File: config.mk
export PLATFORM = sky130hd
export DESIGN_NAME = button_press_long_press_fsm
export DESIGN_NICKNAME = d
export VERILOG_FILES = /design/src/rtl/bplp_pkg.sv /design/src/rtl/button_press_long_press_fsm.sv /design/src/rtl/bplp_btn_table.sv /design/src/rtl/bplp_step.sv
export SDC_FILE = /design/constraint.sdc
export NUM_CORES = 1
export LEC_CHECK = 0
export ABC_AREA = 0
export BUFFER_PORTS_ARGS = -buffer_cell sky130_fd_sc_hd__buf_2
export CAP_MARGIN = 0
export CORE_MARGIN = 2
export CORE_UTILIZATION = 53
export DETAILED_ROUTE_END_ITERATION = 8
export PLACE_DENSITY = 0.75
export SYNTH_ARGS = -nofsm -noshare
export SYNTH_HDL_FRONTEND = slang
export SYNTH_SLANG_ARGS = --single-unit
File: constraint.sdc
create_clock -name clock -period 3.15 [get_ports clock]
set_clock_uncertainty 0.15 [all_clocks]
set_input_delay 0.7875 -clock clock [delete_from_list [all_inputs] [get_ports clock]]
set_output_delay 0.7875 -clock clock [all_outputs]
set_load 0.005 [all_outputs]
File: src/rtl/bplp_pkg.sv
// shared types and constants for the button press / long press detector
package bplp_pkg;

   localparam int ID_W       = 2;
   localparam int POLLS_W    = 7;
   localparam int CD_W       = 8;
   localparam int LONG_PRESS_MS = 2000;
   localparam int POLL_MS       = 100;
   localparam int NUM_BUTTONS_DEFAULT = 4;
   localparam logic [POLLS_W-1:0] POLLS_RESET = POLLS_W'(LONG_PRESS_MS / POLL_MS);

   typedef enum logic [1:0] {
      ST_UNPRESSED  = 2'd0,
      ST_DEBOUNCING = 2'd1,
      ST_PRESS      = 2'd2,
      ST_LONG_PRESS = 2'd3
   } btn_state_type;

   typedef enum logic [1:0] {
      IND_NONE    = 2'd0,
      IND_PRESS   = 2'd1,
      IND_RELEASE = 2'd2,
      IND_LONG    = 2'd3
   } ind_type;

   typedef enum logic [1:0] {
      IRQ_KEEP    = 2'd0,
      IRQ_ENABLE  = 2'd1,
      IRQ_DISABLE = 2'd2
   } irq_type;

   typedef enum logic {
      OP_EDGE = 1'b0,
      OP_POLL = 1'b1
   } op_type;

   typedef struct packed {
      btn_state_type    state;
      logic [CD_W-1:0]  countdown;
   } btn_rec_type;

   typedef struct packed {
      logic         wr_en;
      btn_rec_type  rec;
      ind_type      indication;
      irq_type      irq_command;
      logic         timer_restart;
   } step_out_type;

endpackage

File: src/rtl/button_press_long_press_fsm.sv
// button debounce and long press detector top level
// a request is registered in the input stage, then its result in the response stage
// throughput: one request per cycle unless the response stalls; the table read-modify-write
// reads combinationally and writes at the same edge the response register loads, so a following
// request for the same button sees the updated state with no bubble
// reset: synchronous, clears all buttons to unpressed with zero countdown, long press polls to 20
module button_press_long_press_fsm
   import bplp_pkg::*;
#(
   parameter int NUM_BUTTONS = NUM_BUTTONS_DEFAULT
) (
   input  logic                clock,
   input  logic                reset,
   // request channel
   input  logic                req_valid,
   output logic                req_ready,
   input  logic                req_opcode,
   input  logic [ID_W-1:0]     req_button_id,
   input  logic                req_level_pressed,
   // response channel
   output logic                rsp_valid,
   input  logic                rsp_ready,
   output logic [ID_W-1:0]     rsp_result_button,
   output logic [1:0]          rsp_indication,
   output logic [1:0]          rsp_irq_command,
   output logic                rsp_timer_restart,
   // configuration write
   input  logic                csr_valid,
   output logic                csr_ready,
   input  logic [POLLS_W-1:0]  csr_long_press_polls
);

   localparam int IdxW = (NUM_BUTTONS > 1) ? $clog2(NUM_BUTTONS) : 1;

   // long press threshold register
   logic [POLLS_W-1:0] polls_ff, polls_in;

   // input stage
   logic               s1_valid_ff, s1_valid_in;
   op_type             s1_op_ff;
   logic [ID_W-1:0]    s1_id_ff;
   logic               s1_lvl_ff;

   // response stage
   logic               rsp_valid_ff, rsp_valid_in;
   logic [ID_W-1:0]    rsp_button_ff;
   ind_type            rsp_ind_ff;
   irq_type            rsp_irq_ff;
   logic               rsp_tmr_ff;

   logic               s1_adv;
   logic               req_take;
   logic               in_range;
   logic [IdxW-1:0]    s1_idx;
   btn_rec_type        cur_rec;
   step_out_type       step_out;

   // the stage moves forward when the response register is empty or being drained
   assign s1_adv    = s1_valid_ff && (!rsp_valid_ff || rsp_ready);
   assign req_ready = !s1_valid_ff || s1_adv;
   assign req_take  = req_valid && req_ready;
   assign csr_ready = 1'b1;

   // ids past the configured button count touch no state
   assign in_range = int'(s1_id_ff) < NUM_BUTTONS;
   assign s1_idx   = IdxW'(s1_id_ff);

   always_comb begin
      polls_in     = csr_valid ? csr_long_press_polls : polls_ff;
      s1_valid_in  = req_ready ? req_valid : s1_valid_ff;
      rsp_valid_in = s1_adv ? 1'b1 : (rsp_ready ? 1'b0 : rsp_valid_ff);
   end

   bplp_btn_table #(
      .NUM_BUTTONS (NUM_BUTTONS)
   ) u_table (
      .clock  (clock),
      .reset  (reset),
      .rd_idx (s1_idx),
      .rd_rec (cur_rec),
      .wr_en  (s1_adv && step_out.wr_en),
      .wr_idx (s1_idx),
      .wr_rec (step_out.rec)
   );

   bplp_step u_step (
      .in_range         (in_range),
      .opcode           (s1_op_ff),
      .level_pressed    (s1_lvl_ff),
      .cur_rec          (cur_rec),
      .long_press_polls (polls_ff),
      .step_out         (step_out)
   );

   // control registers
   always_ff @(posedge clock) begin
      if (reset) begin
         polls_ff     <= POLLS_RESET;
         s1_valid_ff  <= 1'b0;
         rsp_valid_ff <= 1'b0;
      end else begin
         polls_ff     <= polls_in;
         s1_valid_ff  <= s1_valid_in;
         rsp_valid_ff <= rsp_valid_in;
      end
   end

   // payload registers, no reset needed
   always_ff @(posedge clock) begin
      if (req_take) begin
         s1_op_ff  <= op_type'(req_opcode);
         s1_id_ff  <= req_button_id;
         s1_lvl_ff <= req_level_pressed;
      end
      if (s1_adv) begin
         rsp_button_ff <= s1_id_ff;
         rsp_ind_ff    <= step_out.indication;
         rsp_irq_ff    <= step_out.irq_command;
         rsp_tmr_ff    <= step_out.timer_restart;
      end
   end

   assign rsp_valid         = rsp_valid_ff;
   assign rsp_result_button = rsp_button_ff;
   assign rsp_indication    = rsp_ind_ff;
   assign rsp_irq_command   = rsp_irq_ff;
   assign rsp_timer_restart = rsp_tmr_ff;

endmodule

File: src/rtl/bplp_btn_table.sv
// per-button state and poll countdown storage, one read and one write port
module bplp_btn_table
   import bplp_pkg::*;
#(
   parameter int NUM_BUTTONS = NUM_BUTTONS_DEFAULT
) (
   input  logic                clock,
   input  logic                reset,
   input  logic [(NUM_BUTTONS > 1 ? $clog2(NUM_BUTTONS) : 1)-1:0] rd_idx,
   output btn_rec_type         rd_rec,
   input  logic                wr_en,
   input  logic [(NUM_BUTTONS > 1 ? $clog2(NUM_BUTTONS) : 1)-1:0] wr_idx,
   input  btn_rec_type         wr_rec
);

   btn_rec_type rec_ff [NUM_BUTTONS];

   assign rd_rec = rec_ff[rd_idx];

   always_ff @(posedge clock) begin
      if (reset) begin
         for (int i = 0; i < NUM_BUTTONS; i++) begin
            rec_ff[i] <= '{state: ST_UNPRESSED, countdown: '0};
         end
      end else if (wr_en) begin
         rec_ff[wr_idx] <= wr_rec;
      end
   end

endmodule

File: src/rtl/bplp_step.sv
// next-state and result logic for one button event
module bplp_step
   import bplp_pkg::*;
(
   input  logic                in_range,
   input  op_type              opcode,
   input  logic                level_pressed,
   input  btn_rec_type         cur_rec,
   input  logic [POLLS_W-1:0]  long_press_polls,
   output step_out_type        step_out
);

   logic [CD_W-1:0] cd_dec;
   logic [CD_W-1:0] cd_load;

   assign cd_dec  = cur_rec.countdown - CD_W'(1);
   assign cd_load = CD_W'(long_press_polls) - CD_W'(1);

   always_comb begin
      step_out.wr_en         = in_range;
      step_out.rec           = cur_rec;
      step_out.indication    = IND_NONE;
      step_out.irq_command   = IRQ_KEEP;
      step_out.timer_restart = 1'b0;
      if (in_range) begin
         if (opcode == OP_EDGE) begin
            step_out.rec.state     = ST_DEBOUNCING;
            step_out.irq_command   = IRQ_DISABLE;
            step_out.timer_restart = 1'b1;
         end else begin
            unique case (cur_rec.state)
               ST_PRESS: begin
                  if (!level_pressed) begin
                     step_out.rec.state   = ST_UNPRESSED;
                     step_out.irq_command = IRQ_ENABLE;
                     step_out.indication  = IND_RELEASE;
                  end else begin
                     step_out.rec.countdown = cd_dec;
                     // signed countdown at or below zero
                     if (cd_dec[CD_W-1] || (cd_dec == '0)) begin
                        step_out.rec.state  = ST_LONG_PRESS;
                        step_out.indication = IND_LONG;
                     end
                     step_out.timer_restart = 1'b1;
                  end
               end
               ST_LONG_PRESS: begin
                  if (!level_pressed) begin
                     step_out.rec.state   = ST_UNPRESSED;
                     step_out.irq_command = IRQ_ENABLE;
                     step_out.indication  = IND_RELEASE;
                  end else begin
                     step_out.timer_restart = 1'b1;
                  end
               end
               ST_UNPRESSED, ST_DEBOUNCING: begin
                  if (level_pressed) begin
                     step_out.rec.state     = ST_PRESS;
                     step_out.rec.countdown = cd_load;
                     step_out.indication    = IND_PRESS;
                     step_out.timer_restart = 1'b1;
                  end else begin
                     step_out.rec.state   = ST_UNPRESSED;
                     step_out.irq_command = IRQ_ENABLE;
                  end
               end
            endcase
         end
      end
   end

endmodule

==> impl_results.md <==
* Die footprint at 6340 sq um
* Starting Density at 55.1%
* Final WL at 6.47 mm
* Req. time, crit path at 3.13 ns
* Worst slew margin at 61.0%
* Syn Area/Cell at 12.2 sq um
* Post-Place Cell Area at 3340 sq um
* H-tree depth at 3
* Max FO, Critical Path at 7
* # Post-CTS Setup Buffers at 0
* Critical Path Max Stage Delay at 0.56 ns
* Core Rows at 27
* Hold depth at 2
* DR vias at 2,115
* Synth Net Count at 267
* Total GRT Usage at 22.6%
* TritonCTS buffer count at 9
* Layout Nets at 310
* Commonest non-fill, non-tap cell in the layout: edfxtp_1
* RR Endpoint: rsp_indication[1]$_SDFFCE_PN0P_
* VDD IR max at 0.378 mV
* Post-Syn Area at 3030 sq um
* Buf+Inv Stages, Crit Path at 0
* CTS tree: built
* CP max-delay cell: or4_4
* First-pass GRT wire length at 10.2 mm
* Initial antenna violation count at 0
* Post-synth EDFFs at 51
* Status: finished clean
* Post-route design area at 3600 sq um
* Final Slew Violations at 0
* # DRC at 0
* Hold Crit Endpoint: rsp_valid$_SDFFE_PP0P_
* Yosys reg bits at 62
* Clock root buffer: clkbuf_8
* Fmax at 0.334 GHz
* Synth cell types at 54
* Area delta synth->final at 18.6%
* Largest net degree at the start of global routing at 16
* Die Height at 79.6 um
* Pwr/cell area at 585 nW/um^2
* Post-Syn Instances at 248
* DRT Pass-1 Iters at 5
* Crit share post-route at 94.9%
* Worst EP arrival at 2.97 ns
* Minimum clock period at 2.99 ns
* Ys flop type: edfxtp_1
* WL met2 at 3.32 mm
* Max Cap Violations at 0
* Wire length per cell at 17.6 um
* Ant. Diodes at 0
* Ordered cell list for the critical path: mux4_2 > or3_4 > or4_4 > xnor2_2 > a211oi_1 > a2111oi_2
* Hpwl dp at 4.66 mm
* # port buffers at 24
* Setup violations, final at 0
* Top layer in use: met4
* Grt ovf at 0
* Setup crit end kind: flip-flop
* Share of cells above drive strength 1 at 27.4%
* Vias in the first global route at 1,987
* Register area share after synthesis at 57.8%
* Routed Antenna Nets at 0
* CP Launch Type: flip-flop
* R2R depth at 6
* Reg2reg setup slack at 0.16 ns
* Static leakage power at 1.42 nW
* Most frequent cells in the layout: edfxtp_1, nor2_1, buf_2
* Pwr Total at 2.10 mW
* Core Area at 5510 sq um
* Worst-Margin Slew at 0.586 ns
* DR WL met3 at 382 um
* Top delay family on crit path: simple AND/OR/NAND/NOR gates
* Synth warn at 0
* DR vias/cell at 5.75
* Placed insts at 352
* Hold Fails Final Rpt at 0
* HP Start: s1_valid_ff$_SDFFE_PP0N_
* Asr flop ratio synth at 0%
* Min-Delay Path Class: flip-flop to flip-flop
* Non-filler instance count after layout at 368
* CTS Hold Bufs at 0
* Horiz. Die Dim at 79.6 um
* Unrepaired setup endpoints after global routing: no
* Routability congestion estimate at 0.842
* CTS Buffer Depth at 2
* Met1 wire length at 2.70 mm
* CP Class: flip-flop to flip-flop
* CTS Sinks at 62
* IO Pins at 26
* Clock latency on the worst-skew pair at 0.33 ns
* Iter 0 DRT Violations at 141
* Clock Pin Slew Worst Setup and Hold Paths at 0.07 ns
[power by group]
group	switching [mW]	internal [mW]	total (mW)
clock	0.293	0.567	0.860
sequential	0.0250	0.929	0.954
combinational	0.156	0.132	0.288
total	0.475	1.63	2.10
[through the flow]
stage	setup WS (ns)	hold slack, ns	util, %	setup TNS (ns)
2_1_floorplan	0.0360	0.328	-	0
3_3_place_gp	0.0370	0.344	60.6	0
3_5_place_dp	-0.0376	0.354	60.6	-0.185
4_1_cts	0.0881	0.364	65.1	0
5_1_grt	0.0301	0.396	65.3	0
6_report	0.159	0.364	65.3	0
[cell type report]
class                   count  area (sq um)
fillers                   416          1910
flip-flops and latches     62          1760
multi-input cells         159          1170
repair buffers             44           270
clock buffers              12           155
clock inverters             4          93.8
well taps                  72          90.1
inverters                  15          56.3
[per-layer routing]
metal  global-route usage [%]  vias to the layer above
li1                         -                      993
met1                     28.9                     1040
met2                     37.8                       76
met3                     5.09                        6
met4                     8.28                        0
met5                        0                        -
[worst max path at each step]
stage,from,endpoint,cells after the start
2_1_floorplan,flip-flop,u_table.rec_ff[0][8]$_SDFFCE_PN0P_,7
3_3_place_gp,flip-flop,u_table.rec_ff[2][8]$_SDFFCE_PN0P_,7
3_5_place_dp,flip-flop,u_table.rec_ff[0][8]$_SDFFCE_PN0P_,7
4_1_cts,flip-flop,u_table.rec_ff[0][8]$_SDFFCE_PN0P_,7
5_1_grt,flip-flop,u_table.rec_ff[0][8]$_SDFFCE_PN0P_,7
6_report,flip-flop,rsp_indication[1]$_SDFFCE_PN0P_,6
[sequential cells by signal, summed over array words and instances, names as in the netlist, named ones only]
name,cells
u_table.rec_ff,40
polls_ff,7
rsp_indication,2
rsp_irq_command,2
rsp_result_button,2
s1_id_ff,2
rsp_timer_restart,1
rsp_valid,1
s1_lvl_ff,1
s1_op_ff,1
s1_valid_ff,1
[synth_stat cells (2+ instances only)]
library cell,number,share of area [%]
edfxtp_1,51,50
nand2b_1,5,1.0
o21ai_0,3,0.49
nand2_1,16,2.0
nor4b_1,2,0.58
nor3_1,8,1.3
a22oi_1,2,0.49
xor2_1,5,1.4
inv_1,15,1.9
dfxtp_1,11,7.3
nor2_1,44,5.4
a211o_1,3,0.87
mux2i_1,7,2.3
mux2_2,3,1.1
a21oi_1,3,0.49
mux4_2,10,7.4
clkbuf_1,10,1.2
xnor2_1,3,0.87
a31o_2,2,0.58
nor2b_1,6,1.2
o21a_1,2,0.49
a22o_1,2,0.58
o221ai_1,2,0.58
ha_1,3,1.2
[cells by family (layout without fill, tap and decap cells)]
kind of cell / Yosys count / in the layout / share of synthesized area, %
AOI/OAI and AO/OA: 31 / 31 / 8.13
other: 1 / 1 / 0.124
buffers and inverters: 27 / 75 / 3.71
xor gates and xnor gates: 9 / 9 / 2.85
and+or+nand+nor: 95 / 95 / 15.3
muxes: 20 / 20 / 10.8
adders and majority gates: 3 / 3 / 1.24
DFF: 62 / 62 / 57.8
[tightest hold or removal path: stages, from the launching register on]
cell and delay, ns:
dfxtp_1 0.33, nor2_1 0.10, nor2_1 0.04
[repair_timing]
| item | in CTS | in global routing |
|---|---|---|
| endpoints found under the setup margin | 9 | 7 |
| gates resized for setup | 1 | 2 |
| endpoints found under the hold margin | 0 | 0 |
Power figures use the tool's default switching activity.
